[src/ols_pkg.sv]
// ----------------------------------------------------------------------------
// ols_pkg
// Types and codes shared by the ordered list store controller and datapath.
// ----------------------------------------------------------------------------
package ols_pkg;

  typedef enum logic [1:0] {
    OP_APPEND = 2'd0,
    OP_INSERT = 2'd1,
    OP_ERASE  = 2'd2,
    OP_READ   = 2'd3
  } op_t;

  localparam logic [1:0] ST_DONE   = 2'd0;
  localparam logic [1:0] ST_BADPOS = 2'd1;
  localparam logic [1:0] ST_FULL   = 2'd2;

  typedef enum logic [2:0] {
    S_IDLE,
    S_CHECK,
    S_SHIFT,
    S_DRAIN,
    S_FINAL,
    S_READ
  } state_t;

  typedef struct packed {
    op_t                command;
    logic [6:0]         position;
    logic signed [31:0] value;
  } ols_in_t;

  typedef struct packed {
    logic signed [31:0] read_value;
    logic [1:0]         status;
    logic [6:0]         element_count;
    logic [6:0]         capacity;
  } ols_out_t;

  typedef struct packed {
    logic       load;
    logic       setup;
    logic       step;
    logic       rd_issue;
    logic       finish;
    logic       latch;
    logic [1:0] status;
  } ols_cmd_t;

  typedef struct packed {
    op_t  op;
    logic bad;
    logic full;
    logic need_shift;
    logic last;
  } ols_stat_t;

endpackage

[src/ols_ctrl.sv]
// ----------------------------------------------------------------------------
// ols_ctrl
// Sequencer that checks each request, runs the entry shift and reports.
// ----------------------------------------------------------------------------
module ols_ctrl (
  input  logic              clk,
  input  logic              rst,
  input  logic              start,
  input  ols_pkg::ols_stat_t stat,
  output logic              busy,
  output ols_pkg::ols_cmd_t  cmd
);
  import ols_pkg::*;

  state_t state, state_next;

  always_ff @(posedge clk) begin
    if (rst) begin
      state <= S_IDLE;
    end else begin
      state <= state_next;
    end
  end

  always_comb begin
    state_next = state;
    cmd        = '0;
    cmd.status = ST_DONE;
    case (state)
      S_IDLE: begin
        if (start) begin
          cmd.load   = 1'b1;
          state_next = S_CHECK;
        end
      end
      S_CHECK: begin
        if (stat.bad) begin
          cmd.latch  = 1'b1;
          cmd.status = ST_BADPOS;
          state_next = S_IDLE;
        end else begin
          case (stat.op)
            OP_READ: begin
              cmd.rd_issue = 1'b1;
              state_next   = S_READ;
            end
            OP_ERASE: begin
              cmd.setup  = 1'b1;
              state_next = stat.need_shift ? S_SHIFT : S_FINAL;
            end
            default: begin
              if (stat.full) begin
                cmd.latch  = 1'b1;
                cmd.status = ST_FULL;
                state_next = S_IDLE;
              end else begin
                cmd.setup  = 1'b1;
                state_next = stat.need_shift ? S_SHIFT : S_FINAL;
              end
            end
          endcase
        end
      end
      S_SHIFT: begin
        cmd.step = 1'b1;
        if (stat.last) begin
          state_next = S_DRAIN;
        end
      end
      S_DRAIN: begin
        state_next = S_FINAL;
      end
      S_FINAL: begin
        cmd.finish = 1'b1;
        cmd.latch  = 1'b1;
        state_next = S_IDLE;
      end
      S_READ: begin
        cmd.latch  = 1'b1;
        state_next = S_IDLE;
      end
      default: begin
        state_next = S_IDLE;
      end
    endcase
  end

  assign busy = (state != S_IDLE);

endmodule

[src/ols_datapath.sv]
// ----------------------------------------------------------------------------
// ols_datapath
// Entry memory, count and reserved size registers, shift pointers, result.
// ----------------------------------------------------------------------------
module ols_datapath #(
  parameter int DEPTH = 64
) (
  input  logic               clk,
  input  logic               rst,
  input  ols_pkg::ols_in_t   req,
  input  ols_pkg::ols_cmd_t  cmd,
  output ols_pkg::ols_stat_t stat,
  output logic               done,
  output ols_pkg::ols_out_t  rsp
);
  import ols_pkg::*;

  localparam int ADDR_W = $clog2(DEPTH);
  localparam int CNT_W  = $clog2(DEPTH + 1);
  localparam int WIDE   = (CNT_W > 7) ? CNT_W : 7;

  logic signed [31:0] mem [DEPTH];
  op_t                op;
  logic [WIDE-1:0]    pos_w;
  logic signed [31:0] val;
  logic [CNT_W-1:0]   cnt;
  logic [CNT_W-1:0]   cap;
  logic [ADDR_W-1:0]  rd_ptr;
  logic [ADDR_W-1:0]  wr_ptr;
  logic               pend;
  logic signed [31:0] rdata;

  logic               is_ins;
  logic [WIDE-1:0]    cnt_w;
  logic [WIDE-1:0]    rd_ptr_w;
  logic [CNT_W:0]     cap_dbl;
  logic [CNT_W-1:0]   cap_next;
  logic [CNT_W-1:0]   cnt_after;
  logic [WIDE-1:0]    cnt_after_w;
  logic [WIDE-1:0]    cap_w;
  logic               rd_en;
  logic [ADDR_W-1:0]  rd_addr;

  assign is_ins   = (op == OP_APPEND) || (op == OP_INSERT);
  assign cnt_w    = WIDE'(cnt);
  assign rd_ptr_w = WIDE'(rd_ptr);
  assign cap_dbl  = {cap, 1'b0};

  always_comb begin
    if (cap == '0) begin
      cap_next = CNT_W'(2);
    end else if (cap_dbl > (CNT_W + 1)'(DEPTH)) begin
      cap_next = CNT_W'(DEPTH);
    end else begin
      cap_next = cap_dbl[CNT_W-1:0];
    end
  end

  always_comb begin
    if (cmd.finish) begin
      cnt_after = is_ins ? cnt + CNT_W'(1) : cnt - CNT_W'(1);
    end else begin
      cnt_after = cnt;
    end
  end

  assign cnt_after_w = WIDE'(cnt_after);
  assign cap_w       = WIDE'(cap);

  assign stat.op         = op;
  assign stat.bad        = is_ins ? (pos_w > cnt_w) : (pos_w >= cnt_w);
  assign stat.full       = (cnt_w == WIDE'(DEPTH));
  assign stat.need_shift = is_ins ? (pos_w < cnt_w) : ((pos_w + WIDE'(1)) < cnt_w);
  assign stat.last       = is_ins ? (rd_ptr_w == pos_w) : (rd_ptr_w == cnt_w - WIDE'(1));

  always_ff @(posedge clk) begin
    if (cmd.load) begin
      op    <= req.command;
      pos_w <= (req.command == OP_APPEND) ? cnt_w : WIDE'(req.position);
      val   <= req.value;
    end
    if (cmd.setup) begin
      rd_ptr <= is_ins ? ADDR_W'(cnt - CNT_W'(1)) : ADDR_W'(pos_w + WIDE'(1));
    end else if (cmd.step) begin
      rd_ptr <= is_ins ? rd_ptr - ADDR_W'(1) : rd_ptr + ADDR_W'(1);
    end
    if (cmd.step) begin
      wr_ptr <= is_ins ? rd_ptr + ADDR_W'(1) : rd_ptr - ADDR_W'(1);
    end
    if (cmd.latch) begin
      rsp.read_value    <= (cmd.status == ST_DONE && op == OP_READ) ? rdata : '0;
      rsp.status        <= cmd.status;
      rsp.element_count <= cnt_after_w[6:0];
      rsp.capacity      <= cap_w[6:0];
    end
  end

  always_ff @(posedge clk) begin
    if (rst) begin
      cnt  <= '0;
      cap  <= '0;
      pend <= 1'b0;
      done <= 1'b0;
    end else begin
      pend <= cmd.step;
      done <= cmd.latch;
      cnt  <= cnt_after;
      if (cmd.setup && is_ins && (cnt >= cap)) begin
        cap <= cap_next;
      end
    end
  end

  assign rd_en   = cmd.step || cmd.rd_issue;
  assign rd_addr = cmd.step ? rd_ptr : pos_w[ADDR_W-1:0];

  always_ff @(posedge clk) begin
    if (rd_en) begin
      rdata <= mem[rd_addr];
    end
  end

  always_ff @(posedge clk) begin
    if (pend) begin
      mem[wr_ptr] <= rdata;
    end else if (cmd.finish && is_ins) begin
      mem[pos_w[ADDR_W-1:0]] <= val;
    end
  end

  a_cnt_bound: assert property (@(posedge clk) disable iff (rst)
    cnt <= CNT_W'(DEPTH))
    else $error("entry count exceeds depth");

  a_cap_covers: assert property (@(posedge clk) disable iff (rst)
    (cap >= cnt) && (cap <= CNT_W'(DEPTH)))
    else $error("reserved size out of range");

  a_wr_conflict: assert property (@(posedge clk) disable iff (rst)
    !(pend && cmd.finish))
    else $error("shift write collides with final write");

  a_step_pend: assert property (@(posedge clk) disable iff (rst)
    cmd.step |=> pend)
    else $error("shift read not followed by write");

  a_done_status: assert property (@(posedge clk) disable iff (rst)
    done |-> (rsp.status == ST_DONE || rsp.status == ST_BADPOS || rsp.status == ST_FULL))
    else $error("result carries an unknown status");

endmodule

[src/ordered_list_store.sv]
// ----------------------------------------------------------------------------
// ordered_list_store
// Ordered store of signed 32-bit words with append, insert, erase and read.
// ----------------------------------------------------------------------------
// A request is taken at a rising edge where start is high and busy is low.
// busy stays high until the result has been formed; the result is presented
// on result with done high for exactly one cycle and cannot be held off, so
// the receiver must take it in that cycle. A new request may be issued in the
// same cycle that done is high.
// An error is reported straight from the check state; a read, or an insert,
// append or erase that moves no entries, passes through the read or final
// state; when entries move, the request runs through the shift, drain and
// final states. Entries move one per cycle through the single read and single
// write port of the entry memory.
// Reset clears the entry count and the reserved size; the entry memory is not
// cleared and holds no data until written.
// Every result reports the count and reserved size after the request,
// truncated to 7 bits.
// ----------------------------------------------------------------------------
module ordered_list_store #(
  parameter int DEPTH = 64
) (
  input  logic              clk,
  input  logic              rst,
  input  logic              start,
  output logic              busy,
  input  ols_pkg::ols_in_t  request,
  output logic              done,
  output ols_pkg::ols_out_t result
);
  import ols_pkg::*;

  ols_cmd_t  cmd;
  ols_stat_t stat;

  ols_ctrl u_ctrl (
    .clk   (clk),
    .rst   (rst),
    .start (start),
    .stat  (stat),
    .busy  (busy),
    .cmd   (cmd)
  );

  ols_datapath #(
    .DEPTH (DEPTH)
  ) u_datapath (
    .clk  (clk),
    .rst  (rst),
    .req  (request),
    .cmd  (cmd),
    .stat (stat),
    .done (done),
    .rsp  (result)
  );

endmodule

[config.mk]
export PLATFORM = sky130hd
export DESIGN_NAME = ordered_list_store
export DESIGN_NICKNAME = d
export VERILOG_FILES = /design/src/ols_pkg.sv /design/src/ols_ctrl.sv /design/src/ols_datapath.sv /design/src/ordered_list_store.sv
export SDC_FILE = /design/constraint.sdc
export NUM_CORES = 2
export LEC_CHECK = 0
export BUFFER_PORTS_ARGS = -buffer_cell sky130_fd_sc_hd__buf_2
export CORE_MARGIN = 2
export CORE_UTILIZATION = 31
export DETAILED_ROUTE_END_ITERATION = 12
export PLACE_DENSITY = 0.42
export RECOVER_POWER = 25
export SYNTH_ARGS = -nofsm -noshare
export SYNTH_HDL_FRONTEND = slang
export SYNTH_SLANG_ARGS = --single-unit
[constraint.sdc]
create_clock -name clk -period 10.7 [get_ports clk]
set_input_delay 0 -clock clk [delete_from_list [all_inputs] [get_ports clk]]
set_output_delay 0 -clock clk [all_outputs]
set_load 0.02 [all_outputs]
# [Word level (Yosys, flattened, before mapping)]
# Memory sizes are Yosys's and may differ from the RTL's. A register that Yosys moved wholly into a read port is not among the register bits.
# Cells that the tools add are included.
[classes] add_sub_neg=5 n_lt_le_gt_ge=6 eq_ne=13 mux=45 reduce_logical=17
[op_table] operator="two-way mux 6 bit" n=7
[op_table] operator="two-way mux 7 bit" n=5
[op_table] operator="two-way mux 32 bit" n=1
[op_table] operator="OR reduction 32 bit" n=1
[op_table] operator="two-way mux 3 bit" n=8
[op_table] operator="two-way mux 1 bit" n=19
[op_table] operator="adder 7 x 1 -> 7 bit, second input constant" n=2
[op_table] operator="== test 6 x 7 -> 1 bit" n=2
[op_table] operator="greater-or-equal comparator 7 bit" n=2
[op_table] operator="less-than comparator 7 bit" n=2
[op_table] operator="case mux 3 bit (4 select lines)" n=1
[op_table] operator="greater-than comparator 8 x 7 -> 1 bit, second input constant" n=1
[op_table] operator="== test 7 bit, second input constant" n=1
[op_table] operator="greater-than comparator 7 bit" n=1
[op_table] operator="zero test 7 bit" n=1
[op_table] operator="subtractor 7 x 1 -> 7 bit, second input constant" n=1
[op_table] operator="adder 6 x 1 -> 6 bit, second input constant" n=1
[op_table] operator="== test 3 x 2 -> 1 bit, second input constant" n=2
[op_table] operator="== test 3 bit, second input constant" n=2
[op_table] operator="zero test 2 bit" n=3
[op_table] operator="case mux 3 bit (2 select lines)" n=1
[op_table] operator="subtractor 6 x 1 -> 6 bit, second input constant" n=1
[op_table] operator="== test 2 bit, second input constant" n=2
[op_table] operator="logical AND 1 bit" n=4
[op_table] operator="other kinds (11)" n=15
[totals] ff_bits=120 mem_bits_rw=2048 out_inout_bits=50 word_cells=101 n_memories=1
[memory_table] memory="u_datapath.mem" words=64 word_bits=32 read_ports=1 rd_clocked_by_memory_dff=1 wr=1 line="ols_datapath.sv:22" rtl="logic signed [31:0] mem [DEPTH];"

# [Logic depth before layout (Yosys ltp)]
[depth] word_depth=8 depth_mapped=13 mapped_depth_nobuf=11

# [Hierarchy]
# A second synthesis with hierarchy kept.
[hier_totals] hier_cells=8337 hier_area_um2=100950.6
[by_module_without_submodules] mod="ols_datapath" n_inst=1 cells_per_inst=8302 area_per_inst_um2=100714.1
[by_module_without_submodules] mod="ols_ctrl" n_inst=1 cells_per_inst=35 area_per_inst_um2=236.5

# [Least setup slack after synthesis]
# Ideal clock, no wire load.
[synth_timing] path_type="register to register" from="register u_datapath.cnt[4]" to="register u_datapath.rdata[0], read port of u_datapath.mem (enable)" setup_time_ns=0.466 t_arrival_ns=4.049 setup_slack_ns=6.185 path_stages_with_launch=9 path_buffers=0 synth_period_minus_slack_ns=4.515 cell_sequence="dfxtp_1 inv_1 ha_1 a21o_1 a21o_1 a21o_1 o32ai_1 nand2_1 o21ai_0"
[synth_via] elab_chain_cells=5
[synth_lines] element="start, declared" line="ols_datapath.sv:26" rtl="logic [CNT_W-1:0] cnt;"
[synth_lines] element="start signal, assigned" line="ols_datapath.sv:107" rtl="cnt <= cnt_after;"
[synth_lines] element="greater-or-equal comparator 7 bit or greater-than comparator 7 bit (tied branches)" line="ols_datapath.sv:71" rtl="assign stat.bad = is_ins ? (pos_w > cnt_w) : (pos_w >= cnt_w);"
[synth_lines] element="two-way mux 1 bit (*)" line="ols_datapath.sv:71"
[synth_lines] element="two-way mux 1 bit (*)" line="ols_ctrl.sv:37" rtl="if (stat.bad) begin"
[synth_lines] element="two-way mux 1 bit (*)" line="ols_ctrl.sv:29" rtl="case (state)"
[synth_lines] element="logical OR 1 bit (*)" line="ols_datapath.sv:114" rtl="assign rd_en = cmd.step || cmd.rd_issue;"
[synth_lines] element="via u_datapath.rd_en" line="ols_datapath.sv:41" rtl="logic rd_en;"
[synth_lines] element="end, declared" line="ols_datapath.sv:31" rtl="logic signed [31:0] rdata;"
# The timed path passes the listed nets; every way through them passes the cells marked *.
# A chain may end at the register's enable or synchronous reset.

# [Worst setup path in the final report]
[layout_timing] from="register u_datapath.op[1]" to="memory u_datapath.mem[45][11] (enable)"
[layout_via] elab_chain_cells=8
[layout_lines] element="start, declared" line="ols_datapath.sv:23" rtl="op_t op;"
[layout_lines] element="start signal, assigned" line="ols_datapath.sv:78" rtl="op <= req.command;"
[layout_lines] element="== test 2 x 1 -> 1 bit or zero test 2 bit (tied branches)" line="ols_datapath.sv:44" rtl="assign is_ins = (op == OP_APPEND) || (op == OP_INSERT);"
[layout_lines] element="logical OR 1 bit (*)" line="ols_datapath.sv:44"
[layout_lines] element="logical AND 1 bit (*)" line="ols_datapath.sv:126" rtl="end else if (cmd.finish && is_ins) begin"
[layout_lines] element="two-way mux 1 bit (*)" line="ols_datapath.sv:126"
[layout_lines] element="two-way mux 1 bit (*)" line="ols_datapath.sv:124" rtl="if (pend) begin"
[layout_lines] element="two-way mux 1 bit (not written as such) (*)" line="ols_datapath.sv:127" rtl="mem[pos_w[ADDR_W-1:0]] <= val;"
[layout_lines] element="OR reduction 32 bit (no source line)"
[layout_lines] element="two-way mux 6 bit (no source line) or two-way mux 1 bit (tied branches)"
[layout_lines] element="end, declared" line="ols_datapath.sv:22"
# Every way passes the cells marked *; elsewhere a longest branch is shown, timed or not.

==> metrics.log <==
[metrics] number of enable-type register cells in the synthesized netlist: 2,180
[metrics] share of synthesized area occupied by flip-flops and latches: 0.774
[metrics] full die area: 279,000 sq um
[metrics] clock tree skew after final layout: 0.0426 ns
[metrics] FF-to-FF setup slack: 3.66 ns
[metrics] Placement Rows: 192
[metrics] final worst hold slack: 0.271 ns
[metrics] routed length per placed instance: 30.1 um
[metrics] Via density: 5.14
[metrics] drc violations: 0
[metrics] critical path startpoint category: flip-flop
[metrics] primary flip-flop cell chosen by synthesis mapping: sky130_fd_sc_hd__edfxtp_1
[metrics] signed area change from the synthesized netlist to the final layout: 16.4%
[metrics] Finished Cell Area: 99,000 sq um
[metrics] cell area after synthesis: 85,000 sq um
[metrics] maximum level of the CTS H-tree: 4
[metrics] cell area after placement: 91,000 sq um
[metrics] category of the most critical setup path: reg2reg
[metrics] overall overflow remaining after global route: 0
[metrics] top post-synthesis cells by count: sky130_fd_sc_hd__edfxtp_1, sky130_fd_sc_hd__mux2i_1, sky130_fd_sc_hd__o22ai_1, sky130_fd_sc_hd__nand2_1, sky130_fd_sc_hd__buf_2
[metrics] Syn. warnings: 0
[metrics] nets@finish: 5,084
[metrics] global-route total usage across every layer: 0.187
[metrics] beginning of the worst register-to-register path: u_datapath.op[1]
[metrics] final estimated routing congestion in global placement: 0.769
[metrics] count leader, synth: sky130_fd_sc_hd__edfxtp_1
[metrics] ratio of cells with drive above 1 in the final layout: 0.125
[metrics] FF-to-FF path depth: 8
[metrics] unrepaired setup endpoints after global routing: no
[metrics] number of synthesized register bits: 2,198
[metrics] Crit Reg-Reg Endpoint: u_datapath.mem[45][11]
[metrics] Leakage: 33.6 nW
[metrics] maximum vdd drop: 0.134 mV
[metrics] cell type contributing the most total cell area after synthesis: sky130_fd_sc_hd__edfxtp_1
[metrics] maximum root-to-sink buffer count: 3
[metrics] Sum Neg Setup Slack: 0 ns
[metrics] clock tree root driver cell: sky130_fd_sc_hd__clkbuf_16
[metrics] final-report setup violation count: 0
[metrics] Pre-Repair DR Iteration Count: 6
[metrics] clk sink count: 2,198
[metrics] Detail Placement HPWL: 144 mm
[metrics] post-synthesis cell type count: 56
[metrics] critical-path maximum fanout: 35
[metrics] vias in the first global route: 45,303
[metrics] DRC violation total after the first TritonRoute iteration: 3,603
[metrics] height of the die: 528 um
[metrics] Period minus WS final: 7.04 ns
[metrics] data required time at the worst endpoint: 11.22 ns
[metrics] Power Dens Cells: 186 nW/um^2
[metrics] average instance area after synthesis: 18.1 sq um
[metrics] number of cells upsized or downsized after cts: 0
[metrics] area share of the leading cell type in the synthesized netlist: 0.770
[metrics] total nets after synthesis: 4,776
[metrics] clock-pin slew of the registers on the worst-case setup and hold paths: 0.06 ns
[metrics] relative max-transition margin: -1.55
[metrics] antenna violations before repair: 16
[metrics] initial core utilization: 0.311
[metrics] die boundary width: 528 um
[metrics] endpoint of the worst hold path: u_ctrl.state[0]
[metrics] max capacitance violation total: 20
[metrics] hold depth: 5
[metrics] worst endpoint data arrival time: 7.56 ns
[metrics] max-slew violation count: 1,121
[metrics] top-level port count: 94
[metrics] number of buffers created by CTS: 232
[metrics] top cells by area in the synthesized netlist: sky130_fd_sc_hd__edfxtp_1, sky130_fd_sc_hd__mux2i_1, sky130_fd_sc_hd__o22ai_1
[metrics] total via count after detailed routing: 45,244
[metrics] core area: 273,000 sq um
[metrics] Hold Crit Class: in2reg
[metrics] maximum number of pins on one net before global-route repair: 114
[metrics] startpoint of the worst hold path: start
[metrics] result of the run: finished with violations
[metrics] count of port buffers added during placement: 92
[metrics] fin crit share: 0.658
[metrics] worst-skew pair later-pin latency: 0.89 ns
[metrics] violations in the final reports: max-capacitance violations, max-slew violations
[metrics] area of the multi-input gates: 18,700 sq um
[metrics] routed wire length: 265 mm
[metrics] highest clock rate: 0.142 GHz
[metrics] clock tree from TritonCTS: yes
[metrics] global-route wire length before repair: 367 mm
[metrics] Gate Count Post-Synth: 4,707
[metrics] final hold viol count: 0
[metrics] sequential cell area: 65,800 sq um
[metrics] fraction of registers with async set or reset after synthesis: 0
[metrics] CP Capture Type: flip-flop
[metrics] Slew @ Worst Pin: 3.83 ns
[metrics] Post-DRT Antenna Nets: 0
[metrics] Filler Cell Count: 25,420
-- cells in the final DEF, fill, tap and decap left out, types with 18 or more instances in the layout --
master	netlist	final
sky130_fd_sc_hd__edfxtp_1	2180	2180
sky130_fd_sc_hd__mux2i_1	1032	1032
sky130_fd_sc_hd__o22ai_1	513	513
sky130_fd_sc_hd__clkbuf_16	0	236
sky130_fd_sc_hd__buf_4	21	145
sky130_fd_sc_hd__clkbuf_1	91	136
sky130_fd_sc_hd__nand2_1	141	111
sky130_fd_sc_hd__o41ai_1	128	89
sky130_fd_sc_hd__dlygate4sd3_1	0	86
sky130_fd_sc_hd__nor2_4	0	66
sky130_fd_sc_hd__clkinv_1	1	60
sky130_fd_sc_hd__o41ai_2	1	40
sky130_fd_sc_hd__clkinv_2	0	37
sky130_fd_sc_hd__nand4_1	36	36
sky130_fd_sc_hd__buf_2	135	35
sky130_fd_sc_hd__ha_1	25	25
sky130_fd_sc_hd__inv_1	23	24
sky130_fd_sc_hd__a21oi_1	25	24
sky130_fd_sc_hd__and2_1	33	24
sky130_fd_sc_hd__nand2_2	1	23
sky130_fd_sc_hd__xnor2_1	22	22
sky130_fd_sc_hd__nor2_1	87	21
sky130_fd_sc_hd__nand3_1	21	21
sky130_fd_sc_hd__dfxtp_1	18	18
-- what timing repair did --
item	4_1_cts	5_1_grt
endpoints found under the hold margin	59	0
hold buffers	86	0
buffers inserted	0	0
-- metrics by stage --
step | utilization | power (mW) | setup WS [ns] | cells
floorplan | - | 10.4 | 6.19 | 4707
global placement | 0.333 | 10.9 | 4.55 | 8275
detailed placement | 0.333 | 10.9 | 5.36 | 8284
CTS | 0.363 | 18.6 | 5.30 | 8797
global route | 0.362 | 19.0 | 3.24 | 8798
finish | 0.362 | 18.4 | 3.66 | 8803
-- layout make-up --
class,instances,share of cell area
flip-flops and latches,2198,0.665
repair buffers,348,0.0266
multi-input cells,2210,0.189
diodes,6,0.000152
clock buffers,302,0.0622
well taps,3589,0.0454
clock inverters,125,0.0105
inverters,25,0.000948
-- flip-flops by register name, summed over array words and instances, names as in the netlist --
signal and flops:
u_datapath.rdata 32, u_datapath.rd_ptr 6, u_datapath.wr_ptr 6, u_datapath.done 1, u_datapath.cnt 7, u_ctrl.state 3, u_datapath.rsp 47, u_datapath.val 32
u_datapath.pos_w 7, u_datapath.cap 6, u_datapath.mem 2048, u_datapath.op 2, u_datapath.pend 1
-- metal layers --
layer,track usage,share of wire,vias to the layer above
met5,0,0,-
met4,0.0486,0.022,0
met3,0.0277,0.045,323
met2,0.300,0.47,1114
met1,0.264,0.46,24088
li1,-,-,19719
-- cell families after synthesis --
logic type / share of synthesized area
other: 0.0000441
AOI/OAI and AO/OA: 0.0571
DFF: 0.774
buffers and inverters: 0.0173
muxes: 0.123
and+or+nand+nor: 0.0214
xor gates and xnor gates: 0.00340
adders and majority gates: 0.00368
-- worst max-delay path, stage by stage, from the launching register on --
cell and delay [ns]:
sky130_fd_sc_hd__edfxtp_1 0.32, sky130_fd_sc_hd__clkbuf_1 1.21, sky130_fd_sc_hd__clkinv_1 0.97, sky130_fd_sc_hd__nand3_1 0.96, sky130_fd_sc_hd__buf_4 0.58, sky130_fd_sc_hd__mux2i_1 0.68
sky130_fd_sc_hd__nand2_1 0.64, sky130_fd_sc_hd__nor2_4 0.82, sky130_fd_sc_hd__buf_4 0.43
-- how the worst max path moves through the flow --
| stage | startpoint | endpoint | slack [ns] | cells past startpoint |
|---|---|---|---|---|
| global route | u_datapath.op[1] | u_datapath.mem[45][16] | 3.24 | 8 |
| detailed placement | u_ctrl.state[1] | u_datapath.rdata[4] | 5.36 | 10 |
| CTS | u_ctrl.state[1] | u_datapath.rdata[4] | 5.30 | 10 |
| floorplan | u_datapath.cnt[4] | u_datapath.rdata[0] | 6.19 | 8 |
| global placement | u_ctrl.state[2] | u_datapath.rdata[12] | 4.55 | 11 |
| finish | u_datapath.op[1] | u_datapath.mem[45][11] | 3.66 | 8 |
-- power breakdown --
part           switching, mW  leakage [nW]  internal, mW
clock network           3.37          3.50          4.35
registers             0.0338          19.8          9.47
logic                  0.793          10.3         0.406
total                   4.20          33.6          14.2
Note: power is estimated with default switching activity, not from simulation.
